<file path="src/rtl/hdlc_frame_receiver_destuffer_assert.svh">
// Assertion macros shared by the HDLC receiver RTL.
// Included by the modules that check their own logic; no other dependencies.
`ifndef HDLC_FRAME_RECEIVER_DESTUFFER_ASSERT_SVH
`define HDLC_FRAME_RECEIVER_DESTUFFER_ASSERT_SVH
`ifndef NO_ASSERTIONS
// same-cycle implication
`define HFRD_ASSERT_IMPL(label, clk, rst_n, ante, cons) \
  label: assert property (@(posedge clk) disable iff (!rst_n) (ante) |-> (cons)) \
    else $error("hfrd assertion failed");
// next-cycle implication
`define HFRD_ASSERT_NEXT(label, clk, rst_n, ante, cons) \
  label: assert property (@(posedge clk) disable iff (!rst_n) (ante) |=> (cons)) \
    else $error("hfrd assertion failed");
`else
`define HFRD_ASSERT_IMPL(label, clk, rst_n, ante, cons)
`define HFRD_ASSERT_NEXT(label, clk, rst_n, ante, cons)
`endif
`endif

</file>
<file path="src/rtl/hfrd_pkg.sv">
// Types and constants for the HDLC receiver / destuffer.
// No dependencies.
package hfrd_pkg;

  localparam logic [7:0] FLAG_BYTE  = 8'h7E;
  localparam logic [7:0] ESC_BYTE   = 8'h7D;
  localparam logic [7:0] ESC_MASK   = 8'h20;
  localparam logic [7:0] ADDR_RESET = 8'h03;

  localparam logic [1:0] KIND_SUPER    = 2'd0;
  localparam logic [1:0] KIND_INFO_OK  = 2'd1;
  localparam logic [1:0] KIND_INFO_BAD = 2'd2;

  typedef enum logic [1:0] {
    TOK_START,
    TOK_DATA,
    TOK_CLOSE
  } tok_kind_t;

  // event passed from the framer to the payload stage
  typedef struct packed {
    tok_kind_t  kind;
    logic [7:0] val;
    logic [7:0] ctrl;
  } tok_t;

endpackage

</file>
<file path="src/rtl/hfrd_if.sv">
// Valid/ready channel interfaces: raw bytes in, results out, config write.
// No dependencies.
interface hfrd_in_if;
  logic       valid;
  logic       ready;
  logic [7:0] rx_byte;
  modport source (output valid, output rx_byte, input ready);
  modport sink   (input valid, input rx_byte, output ready);
endinterface

interface hfrd_out_if;
  logic       valid;
  logic       ready;
  logic       is_frame_end;
  logic [7:0] payload_byte;
  logic [7:0] control_byte;
  logic [1:0] frame_kind;
  modport source (output valid, output is_frame_end, output payload_byte,
                  output control_byte, output frame_kind, input ready);
  modport sink   (input valid, input is_frame_end, input payload_byte,
                  input control_byte, input frame_kind, output ready);
endinterface

interface hfrd_cfg_if;
  logic       valid;
  logic       ready;
  logic [7:0] address_byte;
  modport source (output valid, output address_byte, input ready);
  modport sink   (input valid, input address_byte, output ready);
endinterface

</file>
<file path="src/rtl/hfrd_front.sv">
// Front end: destuffs raw bytes and tracks flag/address/control/header check.
// Uses hfrd_pkg, hfrd_in_if and the assertion macro header.
`include "hdlc_frame_receiver_destuffer_assert.svh"
module hfrd_front (
  input  logic             clk,
  input  logic             rst_n,
  hfrd_in_if.sink          in_if,
  input  logic [7:0]       address_byte,
  input  logic             q_full,
  output logic             push,
  output hfrd_pkg::tok_t   push_tok
);

  typedef enum logic [2:0] {
    PH_HUNT,
    PH_FLAG,
    PH_ADDR,
    PH_CTRL,
    PH_DATA
  } phase_t;

  phase_t     phase_r, phase_nxt;
  logic       esc_r, esc_nxt;
  logic [7:0] ctrl_r, ctrl_nxt;
  logic [7:0] val;
  logic       take;
  logic       tok_vld;

  assign in_if.ready = !q_full;
  assign take        = in_if.valid && !q_full;
  assign val         = esc_r ? (in_if.rx_byte ^ hfrd_pkg::ESC_MASK) : in_if.rx_byte;

  always_comb begin
    phase_nxt     = phase_r;
    esc_nxt       = esc_r;
    ctrl_nxt      = ctrl_r;
    tok_vld       = 1'b0;
    push_tok.kind = hfrd_pkg::TOK_DATA;
    push_tok.val  = val;
    push_tok.ctrl = ctrl_r;
    priority if (in_if.rx_byte == hfrd_pkg::FLAG_BYTE) begin
      esc_nxt = 1'b0;
      if (phase_r == PH_DATA) begin
        tok_vld       = 1'b1;
        push_tok.kind = hfrd_pkg::TOK_CLOSE;
        phase_nxt     = PH_HUNT;
      end else begin
        phase_nxt = PH_FLAG;
      end
    end else if (phase_r == PH_HUNT) begin
      esc_nxt = 1'b0;
    end else if (in_if.rx_byte == hfrd_pkg::ESC_BYTE && !esc_r) begin
      esc_nxt = 1'b1;
    end else begin
      esc_nxt = 1'b0;
      unique case (phase_r)
        PH_FLAG: phase_nxt = (val == address_byte) ? PH_ADDR : PH_HUNT;
        PH_ADDR: begin
          ctrl_nxt  = val;
          phase_nxt = PH_CTRL;
        end
        PH_CTRL: begin
          if (val == (address_byte ^ ctrl_r)) begin
            phase_nxt     = PH_DATA;
            tok_vld       = 1'b1;
            push_tok.kind = hfrd_pkg::TOK_START;
          end else begin
            phase_nxt = PH_HUNT;
          end
        end
        PH_DATA: tok_vld = 1'b1;
        default: phase_nxt = PH_HUNT;
      endcase
    end
  end

  assign push = take && tok_vld;

  always_ff @(posedge clk) begin
    if (!rst_n) begin
      phase_r <= PH_HUNT;
      esc_r   <= 1'b0;
      ctrl_r  <= 8'h00;
    end else if (take) begin
      phase_r <= phase_nxt;
      esc_r   <= esc_nxt;
      ctrl_r  <= ctrl_nxt;
    end
  end

  // a pending escape only exists inside a frame
  `HFRD_ASSERT_IMPL(a_esc_in_frame, clk, rst_n, esc_r, phase_r != PH_HUNT)

endmodule

</file>
<file path="src/rtl/hfrd_fifo.sv">
// Small token queue between the framer and the payload stage.
// Uses hfrd_pkg and the assertion macro header.
`include "hdlc_frame_receiver_destuffer_assert.svh"
module hfrd_fifo #(
  parameter int DEPTH = 4
) (
  input  logic           clk,
  input  logic           rst_n,
  input  logic           push,
  input  hfrd_pkg::tok_t push_tok,
  input  logic           pop,
  output hfrd_pkg::tok_t pop_tok,
  output logic           empty,
  output logic           full
);

  localparam int PTR_W = (DEPTH > 1) ? $clog2(DEPTH) : 1;
  localparam int CNT_W = $clog2(DEPTH + 1);

  hfrd_pkg::tok_t   mem [DEPTH];
  logic [PTR_W-1:0] wr_ptr_r, rd_ptr_r;
  logic [CNT_W-1:0] count_r;

  function automatic logic [PTR_W-1:0] ptr_inc(input logic [PTR_W-1:0] p);
    ptr_inc = (p == PTR_W'(DEPTH - 1)) ? '0 : p + 1'b1;
  endfunction

  assign empty   = (count_r == '0);
  assign full    = (count_r == CNT_W'(DEPTH));
  assign pop_tok = mem[rd_ptr_r];

  always_ff @(posedge clk) begin
    if (push) begin
      mem[wr_ptr_r] <= push_tok;
    end
  end

  always_ff @(posedge clk) begin
    if (!rst_n) begin
      wr_ptr_r <= '0;
      rd_ptr_r <= '0;
      count_r  <= '0;
    end else begin
      if (push) wr_ptr_r <= ptr_inc(wr_ptr_r);
      if (pop)  rd_ptr_r <= ptr_inc(rd_ptr_r);
      if (push && !pop)      count_r <= count_r + 1'b1;
      else if (pop && !push) count_r <= count_r - 1'b1;
    end
  end

  `HFRD_ASSERT_IMPL(a_no_overflow, clk, rst_n, push, !full)
  `HFRD_ASSERT_IMPL(a_no_underflow, clk, rst_n, pop, !empty)

endmodule

</file>
<file path="src/rtl/hfrd_back.sv">
// Back end: one-byte payload delay, payload XOR check, result register.
// Uses hfrd_pkg, hfrd_out_if and the assertion macro header.
`include "hdlc_frame_receiver_destuffer_assert.svh"
module hfrd_back (
  input  logic           clk,
  input  logic           rst_n,
  input  logic           q_empty,
  input  hfrd_pkg::tok_t tok,
  output logic           pop,
  hfrd_out_if.source     out_if
);

  logic       held_valid_r;
  logic [7:0] held_r;
  logic [7:0] xor_r;
  logic       out_valid_r;
  logic       out_end_r;
  logic [7:0] out_pay_r;
  logic [7:0] out_ctrl_r;
  logic [1:0] out_kind_r;
  logic       out_free;
  logic       emit;
  logic [1:0] close_kind;

  assign out_free = !out_valid_r || out_if.ready;
  assign pop      = !q_empty && out_free;
  assign emit     = pop && ((tok.kind == hfrd_pkg::TOK_CLOSE) ||
                            (tok.kind == hfrd_pkg::TOK_DATA && held_valid_r));

  always_comb begin
    if (!held_valid_r)        close_kind = hfrd_pkg::KIND_SUPER;
    else if (xor_r == held_r) close_kind = hfrd_pkg::KIND_INFO_OK;
    else                      close_kind = hfrd_pkg::KIND_INFO_BAD;
  end

  always_ff @(posedge clk) begin
    if (!rst_n) begin
      held_valid_r <= 1'b0;
      held_r       <= 8'h00;
      xor_r        <= 8'h00;
      out_valid_r  <= 1'b0;
    end else begin
      if (pop) begin
        unique case (tok.kind)
          hfrd_pkg::TOK_START: begin
            held_valid_r <= 1'b0;
            xor_r        <= 8'h00;
          end
          hfrd_pkg::TOK_DATA: begin
            if (held_valid_r) xor_r <= xor_r ^ held_r;
            held_r       <= tok.val;
            held_valid_r <= 1'b1;
          end
          default: ;
        endcase
      end
      if (emit)          out_valid_r <= 1'b1;
      else if (out_free) out_valid_r <= 1'b0;
    end
  end

  always_ff @(posedge clk) begin
    if (emit) begin
      out_ctrl_r <= tok.ctrl;
      if (tok.kind == hfrd_pkg::TOK_CLOSE) begin
        out_end_r  <= 1'b1;
        out_pay_r  <= 8'h00;
        out_kind_r <= close_kind;
      end else begin
        out_end_r  <= 1'b0;
        out_pay_r  <= held_r;
        out_kind_r <= hfrd_pkg::KIND_SUPER;
      end
    end
  end

  assign out_if.valid        = out_valid_r;
  assign out_if.is_frame_end = out_end_r;
  assign out_if.payload_byte = out_pay_r;
  assign out_if.control_byte = out_ctrl_r;
  assign out_if.frame_kind   = out_kind_r;

  // payload items never carry a frame kind
  `HFRD_ASSERT_IMPL(a_pay_kind, clk, rst_n, out_valid_r && !out_end_r,
                    out_kind_r == hfrd_pkg::KIND_SUPER)
  // a stalled result is never overwritten
  `HFRD_ASSERT_NEXT(a_hold, clk, rst_n, out_valid_r && !out_if.ready,
                    out_valid_r && $stable(out_pay_r) && $stable(out_kind_r))

endmodule

</file>
<file path="src/rtl/hdlc_frame_receiver_destuffer.sv">
// Channel  Dir  Payload                                               Accepted when
// in_if    in   rx_byte[7:0]                                          valid && ready
// out_if   out  is_frame_end, payload_byte, control_byte, frame_kind  valid && ready
// cfg_if   in   address_byte[7:0]                                     valid && ready
//
// One raw byte per cycle unless the queue is full; tokens pass queue, then result register.
// Throughput is set by the token queue: in_if.ready drops only while it is full.
// rst_n is synchronous: framer hunts, queue empties, address returns to 0x03.
// out_if stalls back up through the queue; cfg_if is always ready.
module hdlc_frame_receiver_destuffer #(
  parameter int FIFO_DEPTH = 4
) (
  input  logic      clk,
  input  logic      rst_n,
  hfrd_in_if.sink   in_if,
  hfrd_out_if.source out_if,
  hfrd_cfg_if.sink  cfg_if
);

  logic           cfg_wr;
  logic [7:0]     addr_r;
  logic           q_full, q_empty, push, pop;
  hfrd_pkg::tok_t push_tok, pop_tok;

  assign cfg_if.ready = 1'b1;
  assign cfg_wr       = cfg_if.valid;

  always_ff @(posedge clk) begin
    if (!rst_n) begin
      addr_r <= hfrd_pkg::ADDR_RESET;
    end else if (cfg_wr) begin
      addr_r <= cfg_if.address_byte;
    end
  end

  hfrd_front u_front (
    .clk          (clk),
    .rst_n        (rst_n),
    .in_if        (in_if),
    .address_byte (addr_r),
    .q_full       (q_full),
    .push         (push),
    .push_tok     (push_tok)
  );

  hfrd_fifo #(.DEPTH(FIFO_DEPTH)) u_fifo (
    .clk      (clk),
    .rst_n    (rst_n),
    .push     (push),
    .push_tok (push_tok),
    .pop      (pop),
    .pop_tok  (pop_tok),
    .empty    (q_empty),
    .full     (q_full)
  );

  hfrd_back u_back (
    .clk     (clk),
    .rst_n   (rst_n),
    .q_empty (q_empty),
    .tok     (pop_tok),
    .pop     (pop),
    .out_if  (out_if)
  );

endmodule
</file>
<file path="src/flat_wrapper.sv">
// flat-port wrapper written by rule: the top's interface ports become plain ports
module hdlc_frame_receiver_destuffer_flat 
#(
  parameter int FIFO_DEPTH = 4
)
  (clk, rst_n, in_if_valid, in_if_rx_byte, in_if_ready, out_if_valid, out_if_is_frame_end, out_if_payload_byte, out_if_control_byte, out_if_frame_kind, out_if_ready, cfg_if_valid, cfg_if_address_byte, cfg_if_ready);
  hfrd_in_if in_if_i ();
  hfrd_out_if out_if_i ();
  hfrd_cfg_if cfg_if_i ();
  input  logic clk;
  input  logic rst_n;
  input wire logic [$bits(in_if_i.valid)-1:0] in_if_valid;
  input wire logic [$bits(in_if_i.rx_byte)-1:0] in_if_rx_byte;
  output wire logic [$bits(in_if_i.ready)-1:0] in_if_ready;
  output wire logic [$bits(out_if_i.valid)-1:0] out_if_valid;
  output wire logic [$bits(out_if_i.is_frame_end)-1:0] out_if_is_frame_end;
  output wire logic [$bits(out_if_i.payload_byte)-1:0] out_if_payload_byte;
  output wire logic [$bits(out_if_i.control_byte)-1:0] out_if_control_byte;
  output wire logic [$bits(out_if_i.frame_kind)-1:0] out_if_frame_kind;
  input wire logic [$bits(out_if_i.ready)-1:0] out_if_ready;
  input wire logic [$bits(cfg_if_i.valid)-1:0] cfg_if_valid;
  input wire logic [$bits(cfg_if_i.address_byte)-1:0] cfg_if_address_byte;
  output wire logic [$bits(cfg_if_i.ready)-1:0] cfg_if_ready;
  assign in_if_i.valid = in_if_valid;
  assign in_if_i.rx_byte = in_if_rx_byte;
  assign in_if_ready = in_if_i.ready;
  assign out_if_valid = out_if_i.valid;
  assign out_if_is_frame_end = out_if_i.is_frame_end;
  assign out_if_payload_byte = out_if_i.payload_byte;
  assign out_if_control_byte = out_if_i.control_byte;
  assign out_if_frame_kind = out_if_i.frame_kind;
  assign out_if_i.ready = out_if_ready;
  assign cfg_if_i.valid = cfg_if_valid;
  assign cfg_if_i.address_byte = cfg_if_address_byte;
  assign cfg_if_ready = cfg_if_i.ready;
  hdlc_frame_receiver_destuffer #(.FIFO_DEPTH(FIFO_DEPTH)) u_core (.clk(clk), .rst_n(rst_n), .in_if(in_if_i), .out_if(out_if_i), .cfg_if(cfg_if_i));
endmodule
</file>
<file path="config.mk">
export PLATFORM = sky130hd
export DESIGN_NAME = hdlc_frame_receiver_destuffer_flat
export DESIGN_NICKNAME = d
export VERILOG_FILES = /design/src/rtl/hfrd_pkg.sv /design/src/rtl/hfrd_if.sv /design/src/rtl/hfrd_front.sv /design/src/rtl/hfrd_fifo.sv /design/src/rtl/hfrd_back.sv /design/src/rtl/hdlc_frame_receiver_destuffer.sv /design/src/flat_wrapper.sv
export VERILOG_INCLUDE_DIRS = /design/src /design/src/rtl
export SDC_FILE = /design/constraint.sdc
export NUM_CORES = 1
export LEC_CHECK = 0
export ABC_AREA = 1
export ABC_CLOCK_PERIOD_IN_PS = 3500
export BUFFER_PORTS_ARGS = -buffer_cell sky130_fd_sc_hd__buf_4
export CAP_MARGIN = 20
export CORE_MARGIN = 3
export CORE_UTILIZATION = 65
export DETAILED_ROUTE_END_ITERATION = 6
export PLACE_DENSITY = 0.92
export SLEW_MARGIN = 20
export SYNTH_ARGS = -nofsm -noshare
export SYNTH_HDL_FRONTEND = slang
export SYNTH_HIERARCHICAL = 1
export SYNTH_SLANG_ARGS = --single-unit
export TNS_END_PERCENT = 5
</file>
<file path="constraint.sdc">
create_clock -name clk -period 3.5 [get_ports clk]
set_clock_uncertainty 0.05 [all_clocks]
set_input_delay 0.35 -clock clk [delete_from_list [all_inputs] [get_ports clk]]
set_output_delay 0.35 -clock clk [all_outputs]
set_load 0.01 [all_outputs]
</file>
# Yosys cells after proc, flatten, opt, wreduce, memory -nomap -nowiden
# Memories as Yosys holds them, arrays and structs flattened. A register that Yosys moved wholly into a read port is not among the register bits.
# Cells that the tools add are included.
# Widths: inputs -> output; s select.
dict set report totals {
  regBits 64
  output_inout_bits 22
  mem_count 1
  ram_bits 72
}
# name depth width rd rd_clocked_by_memory_dff wr line
set memory_table {}
lappend memory_table {u_core.u_fifo.mem 4 18 1 1 1 hfrd_fifo.sv:20} ;# hfrd_pkg::tok_t mem [DEPTH];
dict set report classes {
  n_mux 38
  add_sub_neg 4
  eq_ne 18
  reduce_logical 28
  bitwise 6
}
# operator n
set op_table {}
lappend op_table {{$eq 8x8->1} 3}
lappend op_table {{$mux 1} 18}
lappend op_table {{$mux 3} 6}
lappend op_table {{$eq 8x7->1 const B} 2}
lappend op_table {{$mux 2} 8}
lappend op_table {{$pmux 8 s2} 1}
lappend op_table {{$xor 8x8->8} 2}
lappend op_table {{$pmux 3 s4} 1}
lappend op_table {{$logic_and 1x1->1} 8}
lappend op_table {{$mux 8} 1}
lappend op_table {{$ne 2x2->1 const B} 4}
lappend op_table {{$eq 2x2->1 const B} 3}
lappend op_table {{$eq 3x2->1 const B} 2}
lappend op_table {{$eq 3x3->1 const B} 2}
lappend op_table {{$logic_not 1->1} 6}
lappend op_table {{$logic_not 3->1} 2}
lappend op_table {{$mux 6} 1}
lappend op_table {{$reduce_and 2->1} 3}
lappend op_table {{$reduce_bool 2->1} 3}
lappend op_table {{$reduce_and 5->1} 1}
lappend op_table {{$add 2x1->2 const B} 2}
lappend op_table {{$not 1->1} 4}
lappend op_table {{$pmux 1 s2} 2}
lappend op_table {{$reduce_and 4->1} 1}
lappend op_table {{7 further kinds} 8}

# Longest topological paths before layout
# Gate-level depths: netlist (run 1).
dict set report depth {
  ltp_word 13
  depth_mapped 20
}

# Hierarchy
# Netlist (run 1), hierarchy kept.
# mod instances area_each_um2 cells_each
set modules_own_cells {}
lappend modules_own_cells {hfrd_fifo 1 3188.1 233}
lappend modules_own_cells {hfrd_back 1 1550.2 181}
lappend modules_own_cells {hfrd_front 1 1131.1 198}
lappend modules_own_cells {hdlc_frame_receiver_destuffer 1 329.1 49}

# Worst setup path after synthesis (run 1)
# OpenSTA, ideal clock, no wires.
dict set report synth_timing {
  path_type {input to register}
  start {input port in_if_rx_byte[0]}
  end {register u_core.u_fifo.count_r[2]}
  t_required_ns 3.340
  setup_time_ns 0.110
  arrival_ns 2.333
  path_buffers 0
  slack_ns 1.007
  stages 19
  path_cell_list {or2_2 > nand2_1 > nand2_1 > nand2_1 > nand2_1 > nor2_1 > nand2_1 > nand2_1 > nand2_1 > a21oi_1 > ha_1 > inv_1 > fa_1 > inv_1 > nand2_1 > nand3_1 > nand2_1 > inv_1 > nor2_1}
}
dict set report synth_between {
  elab_chain_len 11
  elab_cells_between_ends 16
}
# element line
set synth_lines {}
lappend synth_lines {{start, declared} flat_wrapper.sv:13} ;# input wire logic [$bits(in_if_i.rx_byte)-1:0] in_if_rx_byte;
lappend synth_lines {{$mux 6} hfrd_front.sv:31} ;# assign val = esc_r ? (in_if.rx_byte ^ hfrd_pkg::ESC_MASK) : in_if.rx_byte;
lappend synth_lines {{$eq 8x8->1} hfrd_front.sv:63} ;# if (val == (address_byte ^ ctrl_r)) begin
lappend synth_lines {{$mux 1} hfrd_front.sv:63}
lappend synth_lines {{$pmux 1 s2} hfrd_front.sv:56} ;# unique case (phase_r)
lappend synth_lines {{$mux 1} hfrd_front.sv:52} ;# end else if (in_if.rx_byte == hfrd_pkg::ESC_BYTE && !esc_r) begin
lappend synth_lines {{$mux 1} hfrd_front.sv:50} ;# end else if (phase_r == PH_HUNT) begin
lappend synth_lines {{$mux 1 (*)} hfrd_front.sv:41} ;# priority if (in_if.rx_byte == hfrd_pkg::FLAG_BYTE) begin
lappend synth_lines {{$logic_and 1x1->1 (*)} hfrd_front.sv:77} ;# assign push = take && tok_vld;
lappend synth_lines {{named net u_core.push} hdlc_frame_receiver_destuffer.sv:22} ;# logic q_full, q_empty, push, pop;
lappend synth_lines {{$logic_not 1->1} hfrd_fifo.sv:47} ;# else if (pop && !push) count_r <= count_r - 1'b1;
lappend synth_lines {{$logic_and 1x1->1} hfrd_fifo.sv:47}
lappend synth_lines {{$reduce_bool 2->1 (no line)} -}
lappend synth_lines {{end signal, assigned} hfrd_fifo.sv:46} ;# if (push && !pop) count_r <= count_r + 1'b1;
lappend synth_lines {{end signal, assigned} hfrd_fifo.sv:47}
lappend synth_lines {{end, declared} hfrd_fifo.sv:22} ;# logic [CNT_W-1:0] count_r;
# The timed path passes the listed nets; every way through them passes the cells marked *.
# A chain may end at the register's enable or synchronous reset.

# Worst setup path after layout (run 1)
dict set report layout_timing {
  start {register u_core.addr_r[0]}
  end {register u_core.u_fifo.count_r[2]}
}
dict set report layout_between {
  elab_chain_len 11
  elab_cells_between_ends 13
}
# element line
set layout_lines {}
lappend layout_lines {{start, declared} hdlc_frame_receiver_destuffer.sv:21} ;# logic [7:0] addr_r;
lappend layout_lines {{start signal, assigned} hdlc_frame_receiver_destuffer.sv:30} ;# addr_r <= hfrd_pkg::ADDR_RESET;
lappend layout_lines {{start signal, assigned} hdlc_frame_receiver_destuffer.sv:32} ;# addr_r <= cfg_if.address_byte;
lappend layout_lines {{$xor 8x8->8 (*)} hfrd_front.sv:63}
lappend layout_lines {{$eq 8x8->1 (*)} hfrd_front.sv:63}
lappend layout_lines {{$mux 1 (*)} hfrd_front.sv:63}
lappend layout_lines {{$pmux 1 s2 (*)} hfrd_front.sv:56}
lappend layout_lines {{$mux 1 (*)} hfrd_front.sv:52}
lappend layout_lines {{$mux 1 (*)} hfrd_front.sv:50}
lappend layout_lines {{$mux 1 (*)} hfrd_front.sv:41}
lappend layout_lines {{$logic_and 1x1->1 (*)} hfrd_front.sv:77}
lappend layout_lines {{named net u_core.push} hdlc_frame_receiver_destuffer.sv:22}
lappend layout_lines {{$logic_not 1->1} hfrd_fifo.sv:47}
lappend layout_lines {{$logic_and 1x1->1} hfrd_fifo.sv:47}
lappend layout_lines {{$reduce_bool 2->1 (no line)} -}
# Marked as above.

==> run summary, run 1 <==
Run status - completed
Number of H-tree levels - 4
Core Area - 0.00924 mm²
Setup ws final - 0.689 ns
Slowest library cell on the worst path - fa_1
GR Overflow Total - 0
CP required - 3.85 ns
Antenna cells - 0
Total GRT Usage - 0.249
CP Buf/Inv Count - 3
I/O pin count - 43
# DRC - 0
Power per cell area - 765 mW/mm²
Leakage power total - 3.02 nW
Max-slew violations - 0
Post-Synthesis Cell Area - 0.00620 mm²
Vias in the first global route - 4636
Crit path DAT - 3.16 ns
CP Max Fanout - 6
# setup viols final - 0
Max cap viols - 0
Crit end category - register
Clock root cell - clkbuf_8
Setup Fix Bufs, Post-CTS - 0
RSZ-0062 raised after global routing - no
Crit path kind - register to register
M3 GR Usage - 0.0492
Worst slew pin tran - 0.839 ns
EDFF count, synth - 91
CTS tree - yes
Crit path cell chain - or2_2, nand2_1, nand2_1, nand2_1, nand2_1, nor2_1, nand2_1, nand2_1, nand2_1, a21oi_1, ha_1, inv_1, fa_1, inv_1, nand2_1, nand3_1, nand2_1, inv_1, nor2_1
P&R area growth vs syn - 14.2%
Routability cong. - 0.868
Port bufs - 41
First-pass GRT wire length - 21.5 mm
Die Ht - 104 µm
CTS Buffer Depth - 2
ANT nets after route - 0
Commonest non-fill, non-tap cell in the layout - nand2_1
Mean Syn Cell Area - 9.38 µm²
Max VDD drop - 0.373 mV
Crit path time final - 2.81 ns
Die area - 0.0107 mm²
Rows - 35
Final worst-path cycle share - 0.803
Num CTS Buffers - 17
Post-synth top flop - edfxtp_1
Reg-to-reg setup timing slack - 0.69 ns
FFs w/ async S/R, synth - 0
Avg WL per Cell - 15.6 µm
Busiest grt layer - met2
Clock Latency Late Sink - 0.51 ns
CTS Hold Bufs - 2
Met2 Resource Use GR - 0.439
Largest delay contributor family on the critical path - simple AND/OR/NAND/NOR gates
Most used cell, CP - nand2_1
Initial detailed-routing violation count - 406
Fmax achieved - 356 MHz
DRT Wirelength - 13.2 mm
CP peak stage delay - 0.38 ns
Via count - 4693
CTS resizes - 0
GR Layer Usage met1 - 0.303
Share of cells above drive strength 1 - 0.145
Final Hold Slack - 0.0329 ns
Setup TNS - 0 ns
Final layout net count - 734
Initial antenna violation count - 0
Placement Setup Slack - 0.560 ns
Final core occ - 0.766
Largest net degree at the start of global routing - 42
Critical path startpoint category - register
Net count after synthesis - 689
Die X - 104 µm
CTS sink cnt - 138
Synth cell types - 39
Final Hold Fails - 0
Starting density of the core - 0.671
Worst-path clk slew - 0.06 ns
Avg Vias per Cell - 5.53
FF+latch count, synth - 138
First-pass iteration count of the detailed router - 5
DPL Wire Length - 8.46 mm
Cells after Synth - 661
Rel. slew slack - 0.440
Worst min-delay path category - primary input to register
Most frequent cells in the layout - 142 x nand2_1, 130 x nor2_1, 91 x edfxtp_1, 69 x inv_1, 48 x buf_4
Syn. warnings - 6
Register area share after synthesis - 0.593
## area by class of cell
type / instances / area (µm²)
Multi-Input combinational cell: 422 / 1990
Timing Repair Buffer: 50 / 380
Tap cell: 129 / 161
Clock inverter: 11 / 119
Clock buffer: 21 / 450
Sequential cell: 138 / 3670
Fill cell: 566 / 2160
Inverter: 77 / 298
## routing by layer
layer,wire [µm],vias to the layer above
met2,6730,227
met4,324,0
met3,819,38
li1,-,2235
met1,5330,2193
met5,0,-
## kinds of logic after synthesis
logic type      Yosys count  share of synthesized area
flops                   138                      0.593
fa+ha+maj                 7                     0.0153
xor+xnor                  9                     0.0127
simple gates            322                      0.219
buf+inv                 101                     0.0856
other cells               1                   0.000605
compound gates           83                     0.0743
## sequential cells by signal, indices dropped and copies added (netlist names), named ones only
register,count
u_core/u_back/held_r,8
u_core/u_fifo/wr_ptr_r,2
u_core/addr_r,8
u_core/u_fifo/rd_ptr_r,2
u_core/u_back/out_if.is_frame_end,1
u_core/u_back/out_if.payload_byte,8
u_core/u_back/out_if.frame_kind,2
u_core/u_front/phase_r,3
u_core/u_front/ctrl_r,8
u_core/u_fifo/count_r,3
u_core/u_fifo/mem,72
u_core/u_front/esc_r,1
u_core/u_back/xor_r,8
u_core/u_back/out_if.valid,1
u_core/u_back/out_if.control_byte,8
u_core/u_back/held_valid_r,1
## synth_stat cells (2+ instances only)
cell type | n | share of area
o21ai_2 | 3 | 0.0042
dfxtp_1 | 47 | 0.15
o21ai_1 | 11 | 0.0089
inv_1 | 69 | 0.042
buf_6 | 9 | 0.016
nor3_4 | 2 | 0.0052
xnor2_1 | 4 | 0.0057
inv_2 | 6 | 0.0036
buf_8 | 2 | 0.0048
nor2_1 | 130 | 0.079
edfxtp_1 | 91 | 0.44
nand2_1 | 142 | 0.086
buf_4 | 10 | 0.012
ha_1 | 6 | 0.012
nand4_1 | 2 | 0.0020
a21oi_1 | 12 | 0.0097
nand3b_1 | 3 | 0.0036
nand3_1 | 18 | 0.015
nand2_4 | 2 | 0.0036
xor2_1 | 5 | 0.0071
o22ai_1 | 18 | 0.018
nand2_2 | 6 | 0.0061
o21ai_0 | 38 | 0.031
nor2_2 | 2 | 0.0020
nor3_1 | 9 | 0.0073
## power by group
part           total (mW)  switching, mW  internal [mW]
combinational        1.57           1.03          0.539
clock                1.69          0.640           1.05
sequential           2.16          0.156           2.00
total                5.41           1.82           3.59
## through the flow
step / std cells / total power [mW] / area (µm²)
after floorplan: 661 / 3.34 / 6200
after global placement: 814 / 3.61 / 6490
after detailed placement: 814 / 3.71 / 6490
after CTS: 848 / 5.41 / 7080
after global routing: 848 / 5.70 / 7080
final: 848 / 5.41 / 7080
## worst paths after layout
path                            startpoint                                     to  cells after the start
max          u_core/addr_r[0]$_SDFFE_PN1P_  u_core/u_fifo/count_r[2]$_SDFFE_PN0P_                     19
min                       in_if_rx_byte[0]      u_core/u_fifo/mem[2][8]$_DFFE_PP_                      1
max reg2reg  u_core/addr_r[0]$_SDFFE_PN1P_  u_core/u_fifo/count_r[2]$_SDFFE_PN0P_                     19
min reg2reg  u_core/addr_r[1]$_SDFFE_PN1P_          u_core/addr_r[1]$_SDFFE_PN1P_                      2
Power figures use the tool's default switching activity.
==> run 2: changes to the inputs <==
--- a/config.mk
+++ b/config.mk
@@ -7,13 +7,13 @@
 export NUM_CORES = 1
 export LEC_CHECK = 0
 export ABC_AREA = 1
-export ABC_CLOCK_PERIOD_IN_PS = 3500
+export ABC_CLOCK_PERIOD_IN_PS = 2300
 export BUFFER_PORTS_ARGS = -buffer_cell sky130_fd_sc_hd__buf_4
 export CAP_MARGIN = 20
 export CORE_MARGIN = 3
-export CORE_UTILIZATION = 65
+export CORE_UTILIZATION = 54
 export DETAILED_ROUTE_END_ITERATION = 6
-export PLACE_DENSITY = 0.92
+export PLACE_DENSITY = 0.82
 export SLEW_MARGIN = 20
 export SYNTH_ARGS = -nofsm -noshare
 export SYNTH_HDL_FRONTEND = slang
==> constraint.sdc (replaced) <==
create_clock -name clk -period 2.3 [get_ports clk]
set_clock_uncertainty 0.05 [all_clocks]
set_input_delay 0.23 -clock clk [delete_from_list [all_inputs] [get_ports clk]]
set_output_delay 0.23 -clock clk [all_outputs]
set_load 0.01 [all_outputs]
==> run summary, run 2 (synthesis results as in run 1) <==
Crit path DAT - 2.78 ns (-0.38 ns)
Met3 routed WL - 881 µm (+7.6%)
DR top layer - met4
Worst-path clk slew - 0.05 ns (about the same)
Max cap viols - 0 (unchanged)
Rows - 38 (+8.6%)
Final layout net count - 777 (+5.9%)
Critical path startpoint category - register
CTS tree - yes
Max-slew violations - 0 (unchanged)
Clock root cell - clkbuf_16
CP Max Fanout - 3 (-3)
Rel. slew slack - 0.585 (+0.144)
Number of H-tree levels - 4 (unchanged)
P&R area growth vs syn - 22.6%
Filler instances - 799 (+41%)
Routability cong. - 0.866 (-0.33%)
Leakage power total - 3.27 nW (+8.4%)
Worst slew pin tran - 0.621 ns (-0.217 ns)
Core Area - 0.0110 mm² (+19%)
Metal-1 WL - 5.28 mm (-0.86%)
First-pass GRT wire length - 21.4 mm (-0.45%)
Share of cells above drive strength 1 - 0.223 (+0.0785)
Max VDD drop - 0.723 mV (+94%)
Num CTS Buffers - 17 (unchanged)
Commonest non-fill, non-tap cell in the layout - nand2_1
Fmax achieved - 402 MHz (+13%)
RSZ-0062 raised after global routing - yes
CTS Buffer Depth - 2 (unchanged)
CTS sink cnt - 138 (unchanged)
Final worst-path cycle share - 1.08 (+0.279)
Via count - 4780 (+1.9%)
Setup TNS - -0.348 ns (-0.348 ns)
Initial detailed-routing violation count - 481 (+18%)
Total GRT Usage - 0.212 (-0.0367)
Antenna cells - 0 (unchanged)
Die Ht - 113 µm (+9.2%)
Run status - finished, violations left
Port bufs - 41 (unchanged)
GR Overflow Total - 0 (unchanged)
Worst min-delay path category - primary input to register
Design Area, Final - 0.00760 mm² (+7.4%)
Clock Latency Late Sink - 0.41 ns (-0.10 ns)
Starting density of the core - 0.562 (-0.109)
Largest net degree at the start of global routing - 42 (unchanged)
Avg Vias per Cell - 5.30 (-4.2%)
# DRC - 0 (unchanged)
Wire length on met2 - 7.12 mm (+5.8%)
Post-DP Area - 0.00683 mm² (+5.3%)
Crit end category - register
CP required - 2.59 ns (-1.26 ns)
Power per cell area - 1120 mW/mm² (+47%)
# setup viols final - 2 (+2)
Die area - 0.0128 mm² (+19%)
I/O pin count - 43 (unchanged)
Top reg by flops - u_core/u_fifo/mem
Most frequent cells in the layout - 137 x nand2_1, 128 x nor2_1, 91 x edfxtp_1, 85 x buf_4, 63 x inv_1
Largest register FFs - 72 (unchanged)
Crit path kind - register to register
Setup ws final - -0.189 ns (-0.879 ns)
DRT Wirelength - 13.5 mm (+2.4%)
Vias in the first global route - 4593 (-0.93%)
DPL Wire Length - 8.76 mm (+3.5%)
Crit path time final - 2.49 ns (-0.321 ns)
Avg WL per Cell - 15.0 µm (-3.7%)
ANT nets after route - 0 (unchanged)
Initial antenna violation count - 0 (unchanged)
Final Hold Fails - 0 (unchanged)
First-pass iteration count of the detailed router - 7 (+2)
Failing checks - negative setup slack
Die X - 113 µm (+9.2%)
## run 2: cell types whose count changed in the layout (fill, tap and decap cells not counted), moves of 4 or more
cell     delta
dfxtp_2     +5
inv_2       +5
inv_1       -6
buf_12      +4
dfxtp_1     -5
buf_4      +37
nand2_2     +5
nand2_1     -5
## run 2: what timing repair did
item,4_1_cts,5_1_grt
hold endpoints to repair,2,0
pin swaps,2,14
hold buffers,2,0
cloned,0,2
gates resized for setup,7,16
buffers inserted,1,5
setup endpoints to repair,2,74
## run 2: final timing paths
path                                 startpoint                               endpoint  slack (ns)  depth (start not counted)
hold reg to reg   u_core/addr_r[0]$_SDFFE_PN1P_          u_core/addr_r[0]$_SDFFE_PN1P_        0.43                          2
setup / recovery  u_core/addr_r[0]$_SDFFE_PN1P_  u_core/u_fifo/count_r[2]$_SDFFE_PN0P_       -0.19                         18
setup reg to reg  u_core/addr_r[0]$_SDFFE_PN1P_  u_core/u_fifo/count_r[2]$_SDFFE_PN0P_       -0.19                         18
hold / removal           cfg_if_address_byte[5]          u_core/addr_r[5]$_SDFFE_PN0P_        0.06                          5
## run 2: worst max-delay path: stages, from the launching register on
cell,delay (ns)
dfxtp_2,0.32
or2_4,0.23
nand2_2,0.07
nand2_2,0.05
nand2_1,0.07
nand2_1,0.07
nor2_2,0.13
nand2_1,0.07
nand2_1,0.06
nand2_1,0.08
a21oi_2,0.16
ha_2,0.22
inv_2,0.06
fa_2,0.42
inv_2,0.07
nand2_2,0.06
nand4_1,0.07
nand2_1,0.06
nor2_1,0.12
## run 2: final cells by class
cell class	instances	area (µm²)	share of cell area
multi-input cells	422	2050	0.270
repair buffers	93	788	0.104
flip-flops and latches	138	3680	0.484
clock inverters	10	150	0.0198
clock buffers	22	454	0.0598
well taps	140	175	0.0231
inverters	77	303	0.0398
## run 2: routing by layer
metal  vias up  GRT usage
li1       2325          -
met1      2234      0.242
met2       199      0.389
met3        22     0.0476
met4         0     0.0761
met5         -          0
## run 2: report_power, final
group	total (mW)	leakage (nW)	switching (mW)	internal (mW)
Clock	2.77	0.293	0.945	1.83
Sequential	3.24	1.26	0.189	3.05
Combinational	2.53	1.72	1.61	0.923
Total	8.54	3.27	2.74	5.80
## run 2: stage by stage
stage | instances | setup slack (ns) | util | power, mW | hold WS [ns]
floorplan | 661 | 0.0124 | - | 5.08 | 0.301
global placement | 861 | -0.0670 | 0.619 | 5.59 | 0.390
detailed placement | 861 | -0.132 | 0.619 | 5.73 | 0.400
CTS | 896 | -0.0596 | 0.679 | 8.54 | 0.0507
global route | 902 | -0.326 | 0.689 | 9.03 | 0.0670
finish | 902 | -0.189 | 0.689 | 8.54 | 0.0644
